<file path="config.mk">
export PLATFORM = sky130hd
export DESIGN_NAME = qte_sqrt_cell
export DESIGN_NICKNAME = d
export VERILOG_FILES = /design/src/hw/rtl/assert_macros.svh /design/src/hw/rtl/qte_pkg.sv /design/src/hw/rtl/qte_sqrt_cell.sv
export SDC_FILE = /design/constraint.sdc
export NUM_CORES = 1
export LEC_CHECK = 0
export BUFFER_PORTS_ARGS = -buffer_cell sky130_fd_sc_hd__buf_2
export CAP_MARGIN = 10
export CORE_UTILIZATION = 39
export CTS_BUF_LIST = sky130_fd_sc_hd__clkbuf_8 sky130_fd_sc_hd__clkbuf_16
export DETAILED_ROUTE_END_ITERATION = 8
export GPL_ROUTABILITY_DRIVEN = 0
export PLACE_DENSITY = 0.59
export SYNTH_ARGS = -nofsm -noshare
export SYNTH_HDL_FRONTEND = slang
export SYNTH_SLANG_ARGS = --single-unit
</file>
<file path="constraint.sdc">
create_clock -name i_clk -period 7.64 [get_ports i_clk]
set_input_delay 1.528 -clock i_clk [delete_from_list [all_inputs] [get_ports i_clk]]
set_output_delay 1.528 -clock i_clk [all_outputs]
set_load 0.005 [all_outputs]
</file>
<file path="src/hw/rtl/assert_macros.svh">
// Assertion macros for the files that check their own logic.
// Define NO_ASSERTIONS to compile the checks away.
`ifndef ASSERT_MACROS_SVH
`define ASSERT_MACROS_SVH
`ifndef NO_ASSERTIONS
// The consequent must hold in the same cycle as the antecedent.
`define QTE_ASSERT_SAME(lbl, clk, rst_n, ante, cons) \
    lbl: assert property (@(posedge clk) disable iff (!rst_n) (ante) |-> (cons)) \
        else $error("assertion failed");
// The consequent must hold in the cycle after the antecedent.
`define QTE_ASSERT_NEXT(lbl, clk, rst_n, ante, cons) \
    lbl: assert property (@(posedge clk) disable iff (!rst_n) (ante) |=> (cons)) \
        else $error("assertion failed");
`else
`define QTE_ASSERT_SAME(lbl, clk, rst_n, ante, cons)
`define QTE_ASSERT_NEXT(lbl, clk, rst_n, ante, cons)
`endif
`endif

</file>
<file path="src/hw/rtl/qte_pkg.sv">
package qte_pkg;

    localparam int FRACTION_BITS = 14;
    localparam int CORDIC_STEPS  = 16;
    localparam int WORK_BITS     = 30;
    localparam int TABLE_LEN     = 24;
    localparam int IN_W          = 16;
    localparam int OUT_W         = 16;
    localparam int PROD_W        = 2 * IN_W;
    localparam int RAW_W         = (2 * FRACTION_BITS + 2 > 36) ? 2 * FRACTION_BITS + 2 : 36;
    localparam int TERM_MAG      = (2 * FRACTION_BITS < WORK_BITS) ?
                                   35 + WORK_BITS - 2 * FRACTION_BITS : 35;
    localparam int WW            = TERM_MAG + 4;
    localparam int SHL           = (2 * FRACTION_BITS < WORK_BITS) ?
                                   WORK_BITS - 2 * FRACTION_BITS : 0;
    localparam int SHR           = (2 * FRACTION_BITS >= WORK_BITS) ?
                                   2 * FRACTION_BITS - WORK_BITS : 0;
    localparam int ACC_W         = 28;
    localparam int STEP_W        = 5;
    localparam int SQ_W          = 2 * WORK_BITS + 2;
    localparam int SQRT_CELLS    = WORK_BITS + 1;
    localparam int S_W           = WORK_BITS + 2;

    localparam longint THR_LO    = 64'sd1063004406;
    localparam longint THR_HI    = 64'sd1084479242;
    localparam int     OUT_LIMIT = 23040;

    typedef logic signed [PROD_W-1:0] t_prod;
    typedef logic signed [RAW_W-1:0]  t_raw;
    typedef logic signed [WW-1:0]     t_work;
    typedef logic signed [ACC_W-1:0]  t_acc;

    localparam t_acc DEG180 = t_acc'(180 * 65536);

    typedef struct packed {
        t_work x;
        t_work y;
        t_acc  acc;
        logic  zero;
    } t_vec;

    typedef struct packed {
        logic [SQ_W-1:0]       rem;
        logic [SQ_W-1:0]       res;
        logic [SQ_W-1:0]       pw4;
        logic signed [S_W-1:0] s;
    } t_sq;

    typedef struct packed {
        logic signed [OUT_W-1:0] angle_x;
        logic signed [OUT_W-1:0] angle_y;
        logic signed [OUT_W-1:0] angle_z;
    } t_euler;

    typedef struct packed {
        logic pp;
        logic pn;
    } t_pole;

    // atan(2^-i) in units of 2^-16 degree, rounded to nearest.
    function automatic t_acc atan_entry(input logic [STEP_W-1:0] i);
        t_acc v;
        case (i)
            5'd0:    v = t_acc'(2949120);
            5'd1:    v = t_acc'(1740967);
            5'd2:    v = t_acc'(919879);
            5'd3:    v = t_acc'(466945);
            5'd4:    v = t_acc'(234379);
            5'd5:    v = t_acc'(117304);
            5'd6:    v = t_acc'(58666);
            5'd7:    v = t_acc'(29335);
            5'd8:    v = t_acc'(14668);
            5'd9:    v = t_acc'(7334);
            5'd10:   v = t_acc'(3667);
            5'd11:   v = t_acc'(1833);
            5'd12:   v = t_acc'(917);
            5'd13:   v = t_acc'(458);
            5'd14:   v = t_acc'(229);
            5'd15:   v = t_acc'(115);
            5'd16:   v = t_acc'(57);
            5'd17:   v = t_acc'(29);
            5'd18:   v = t_acc'(14);
            5'd19:   v = t_acc'(7);
            5'd20:   v = t_acc'(4);
            5'd21:   v = t_acc'(2);
            5'd22:   v = t_acc'(1);
            default: v = '0;
        endcase
        return v;
    endfunction

    // Brings a term with 2*FRACTION_BITS fraction bits to WORK_BITS, flooring.
    function automatic t_work to_work(input t_raw v);
        t_raw sh;
        sh = v >>> SHR;
        return t_work'(sh) <<< SHL;
    endfunction

    // Folds the left half plane onto the right one before the rotations.
    function automatic t_vec cordic_prep(input t_work y, input t_work x);
        t_vec v;
        v.zero = (x == '0) && (y == '0);
        v.acc  = '0;
        v.x    = x;
        v.y    = y;
        if (x[WW-1]) begin
            v.acc = y[WW-1] ? -DEG180 : DEG180;
            v.x   = -x;
            v.y   = -y;
        end
        return v;
    endfunction

    // Rounds half up to 1/128 degree and clamps to +-180 degrees.
    function automatic logic signed [OUT_W-1:0] to_out(input t_acc a, input logic zero);
        t_acc r;
        r = (a + t_acc'(256)) >>> 9;
        if (zero) begin
            r = '0;
        end else if (r > t_acc'(OUT_LIMIT)) begin
            r = t_acc'(OUT_LIMIT);
        end else if (r < t_acc'(-OUT_LIMIT)) begin
            r = t_acc'(-OUT_LIMIT);
        end
        return OUT_W'(r);
    endfunction

endpackage

</file>
<file path="src/hw/rtl/qte_sqrt_cell.sv">
module qte_sqrt_cell (
    input  logic        i_clk,
    input  logic        i_en,
    input  qte_pkg::t_sq i_d,
    output qte_pkg::t_sq o_d
);
    import qte_pkg::*;

    logic [SQ_W:0] w_t;
    t_sq           n_d;
    t_sq           r_d;

    // One result bit per cell: subtract the trial value when it fits.
    always_comb begin
        w_t = {1'b0, i_d.res} + {1'b0, i_d.pw4};
        n_d = i_d;
        if ({1'b0, i_d.rem} >= w_t) begin
            n_d.rem = i_d.rem - w_t[SQ_W-1:0];
            n_d.res = (i_d.res >> 1) + i_d.pw4;
        end else begin
            n_d.res = i_d.res >> 1;
        end
        n_d.pw4 = i_d.pw4 >> 2;
    end

    always_ff @(posedge i_clk) begin
        if (i_en) begin
            r_d <= n_d;
        end
    end

    assign o_d = r_d;
endmodule

</file>
After elaboration in Yosys (flattened, before gate mapping)
Index checks and enable logic that the tools add are counted.

operators by class
  multiplexer cells = 2
  add/sub/neg operators = 3
  magnitude comparators = 1

operator list
  cell                                                            number
  62-bit by 62-bit adder with 63-bit output                       1
  62-bit by 63-bit greater-or-equal comparator with 1-bit output  1
  61-bit by 62-bit adder with 62-bit output                       1
  62-bit 2-to-1 mux                                               1
  62-bit subtractor                                               1
  61-bit 2-to-1 mux                                               1

storage, ports and cells
  bits in registers = 216
  output and inout bits = 218
  word-level logic and storage cells = 11
  input port bits = 220

Logic depth before layout (Yosys ltp)
  depth after elaboration = 3
  depth in mapped cells = 28
  gate-level depth less buffers = 26

Least setup slack after synthesis
No wires, ideal clock.

  path type = input-to-reg
  start point = input i_d[48] (netlist bit)
  end point = register r_d, in the netlist o_d[100], data pin
  stages = 26
  buffers on the path = 3
  setup slack = 716 ps
  library setup time = 260 ps
  data required time = 7380 ps
  arrival time = 6664 ps
  cell sequence = ha_1 -> buf_2 -> nand4_1 -> nor3_1 -> nand3_1 -> o32ai_1 -> o211ai_1 -> o22ai_1 -> nand3_1 -> o311ai_0 -> and3_1 -> a31o_2 -> xnor2_1 -> ha_1 -> and3_1 -> nand4_1 -> or4_1 -> nor4_1 -> a31o_1 -> a21oi_1 -> a21oi_1 -> o21ai_1 -> a22oi_2 -> buf_6 -> buf_8 -> mux2_4

RTL lines
  element               line                 text
  start, declared       qte_sqrt_cell.sv:4   input qte_pkg::t_sq i_d,
  end signal, assigned  qte_sqrt_cell.sv:28  r_d <= n_d;
  end, declared         qte_sqrt_cell.sv:11  t_sq r_d;

==> results.md <==
- The highest cell delay on the worst timing path is 590 ps.
- The fraction of layout cells with a size suffix above 1 is 0.285.
- Based on the critical path, the design can be clocked at up to 138 MHz.
- The final routed wire length divided by cell count is 20.3 um.
- Port buffering added 435 buffers.
- In this run the static leakage power is 10.4 nW.
- The count of boundary I/O pins is 438.
- Summing all placed instances gives a cell area of 22200 sq um.
- The via count of the first global-routing pass is 16500.
- The register with the most flip-flops in the layout has 216 of them.
- The required time of the worst setup path is 7950 ps.
- The startpoint type of the worst setup path is an input pin.
- The Yosys step of the flow raised 0 warnings.
- The final hold violation count is 0.
- The run finished with clean final reports.
- The aggregate global-route resource usage is 0.240.
- TritonCTS built the clock tree.
- The most used flip-flop cell after synthesis is sky130_fd_sc_hd__edfxtp_1.
- The die covers 49600 sq um.
- The tree is rooted in a sky130_fd_sc_hd__clkbuf_16.
- The number of placement rows is 80.
- Total power for the finished layout comes to 5.36 mW.
- In this run the tightest slew margin relative to its limit is 0.326.
- The number of buffers created by CTS is 28.
- The clock passes through at most 3 buffers.
- The fraction of post-synthesis cell area in the top cell type by area is 0.341.
- The number of instances in the synthesized netlist is 1944.
- By instance count, the cell type seen most on the critical path is sky130_fd_sc_hd__a21oi_1.
- Setup repair after global routing left no endpoint under its margin.
- The largest individual stage delay along the critical path comes from the cell sky130_fd_sc_hd__or4_1.
- The part of the Yosys area used for sequential elements is 0.341.
- Dividing total power by cell area gives a power density of 232 nW/um^2.
- Synthesis instantiated 80 different standard cells from the library.
- The sequential standard cell area is 6490 sq um.
- The number of slew-limit violations in the final report came to 0.
- The number of antenna violations at the first check in global routing was 13.
- Setup violations remaining at the end of the flow were counted as 0.
- The count of TritonRoute iterations in the first routing pass is 7.
- The violation count after the first detailed-routing iteration is 1132.
- The count of flip-flops with a built-in enable after synthesis is 216.
- The global-route congestion overflow total is 0.
- The DRC violation count after routing is 0.
- Detailed placement ended at an HPWL of 50.7 mm.
- Each instance of the synthesized netlist takes up on average 9.78 sq um.
- The finished cells cover 23100 sq um.
- The total of max-cap violations is 0.
- The maximum vdd drop is 0.180 mV.
- After floorplanning, the core was sized to cover 47900 sq um.
- The number of inserted filler cells in the final layout is 4639.
- The biggest area consumer among synthesized cells is sky130_fd_sc_hd__edfxtp_1.
- In the routed layout, each cell is associated on average with a via count of 5.61.
- The remaining antenna violation count after routing is 0.
- From left edge to right edge, the die measures 223 um.
- The clock drives 216 sinks.
- The highest net fanout along the worst path is 25.
- The number of gates resized after CTS was 0.
- The net count of the finished layout is 2806.
- The share of synthesized registers carrying an async set or reset is 0.
- The wire length reported by the detailed router is 61.7 mm.
- The number of buffers inserted for hold repair after clock tree synthesis is 0.
- The worst hold path belongs to the class input pin to register.
- The vertical die dimension is 223 um.
- The most common cell in the synthesized netlist is sky130_fd_sc_hd__a21oi_1.
- STA classifies the critical path endpoint as a register.
- At the pin with the least slew margin, the transition time is 1010 ps.
- The count of H-tree levels built during CTS is 1.
- Synthesis inferred 216 register bits.
- Dividing the final minimum period by the clock period gives 0.949.
- Sorting the synthesized cells by area gives the leading types as sky130_fd_sc_hd__edfxtp_1 (34%), sky130_fd_sc_hd__ha_1 (12%), sky130_fd_sc_hd__mux2_4 (7.9%).
- For this block, the via count after detailed routing is 17000.
- The area of the mapped netlist is 19000 sq um.
- The class of the most critical setup path is input pin to register.
- In the final layout, the multi-input gates occupy 11800 sq um.
- The layout overhead on the synthesized area is 21.5%.
- The initial utilization of the core area, before any placement, comes to 0.397.
- The minimum period implied by the final worst setup slack is 7250 ps.
- The clock edge transition at the registers on the reported setup and hold paths is 60 ps.
- The worst endpoint data arrival time is 7560 ps.
- The setup fix buffers added after clock tree synthesis is 0.
- Sorting the synthesized cells by how often they occur yields sky130_fd_sc_hd__a21oi_1 (220), sky130_fd_sc_hd__edfxtp_1 (216), sky130_fd_sc_hd__ha_1 (185).
- Entering global routing, the biggest net connects 118 pins.
- The first global-routing pass estimated 93.5 mm of wire.
[per-layer routing]
metal  GRT usage  part of all wire  routed length, um  vias to the layer above
li1            -                 -                  -                     8235
met5           0            0.0023                141                        -
met4      0.0618             0.026               1590                       22
met2       0.416              0.48              29500                      561
met3      0.0514             0.071               4410                      110
met1       0.302              0.42              26000                     8080
[final timing paths]
path	endpoint	depth (start not counted)	slack (ps)	startpoint
min	o_d[10]	1	1150	i_d[10]
max	o_d[122]	28	390	i_d[32]
[layout by cell type (no fill, tap or decap), types with 15 or more instances in the layout]
master,count
sky130_fd_sc_hd__buf_2,434
sky130_fd_sc_hd__a21oi_1,220
sky130_fd_sc_hd__edfxtp_1,216
sky130_fd_sc_hd__ha_1,185
sky130_fd_sc_hd__nand2_1,153
sky130_fd_sc_hd__o21ai_0,111
sky130_fd_sc_hd__a21o_1,107
sky130_fd_sc_hd__nor2_1,104
sky130_fd_sc_hd__xnor2_1,103
sky130_fd_sc_hd__mux2_4,100
sky130_fd_sc_hd__buf_4,73
sky130_fd_sc_hd__xor2_1,69
sky130_fd_sc_hd__inv_1,61
sky130_fd_sc_hd__nand4_1,53
sky130_fd_sc_hd__nand3_1,37
sky130_fd_sc_hd__o21bai_1,34
sky130_fd_sc_hd__clkbuf_16,29
sky130_fd_sc_hd__a31oi_1,27
sky130_fd_sc_hd__nand2b_1,26
sky130_fd_sc_hd__nor2b_1,20
sky130_fd_sc_hd__nor3_1,20
sky130_fd_sc_hd__and3_1,18
sky130_fd_sc_hd__o21ai_1,15
[where the power goes]
part | switching (mW) | internal, mW
combinational | 1.32 | 1.12
clock | 0.529 | 0.814
sequential | 0.0518 | 1.52
total | 1.90 | 3.46
[layout make-up]
type                       count  share of cell area
inverter                      59             0.00958
antenna                        1            0.000108
tap                          615              0.0333
timing repair buffer         516               0.125
sequential                   216               0.281
clock inverter                19             0.00850
clock buffer                  29              0.0314
multi-input combinational   1577               0.511
[critical path: cells and delay by family]
kind	cells	cell delay [ps]
buffers and inverters	6	970
multiplexers	1	320
AO/OA/AOI/OAI	12	2300
AND/OR/NAND/NOR	5	1330
XOR/XNOR	1	170
adder cells (fa/ha/maj)	3	900
[logic make-up (layout without fill, tap and decap cells)]
kind of cell	count (synthesis)	in the layout	share of synthesized area
adders and majority gates	188	188	0.125
and+or+nand+nor	469	469	0.118
other	1	3	0.000197
DFF	216	216	0.341
xor gates and xnor gates	172	172	0.0792
AOI/OAI and AO/OA	642	642	0.217
buffers and inverters	152	623	0.0388
muxes	104	104	0.0813
[through the flow]
step / worst slack [ps] / instances / utilization / TNS [ps] / hold WS (ps)
2_1_floorplan: 716 / 1945 / - / 0 / 1630
3_3_place_gp: -131 / 2983 / 0.462 / -8630 / 1700
3_5_place_dp: -264 / 2983 / 0.462 / -21110 / 1710
4_1_cts: 266 / 3031 / 0.482 / 0 / 1110
5_1_grt: 15.7 / 3031 / 0.482 / 0 / 1120
6_report: 390 / 3032 / 0.482 / 0 / 1150
Note: power is estimated with default switching activity, not from simulation.
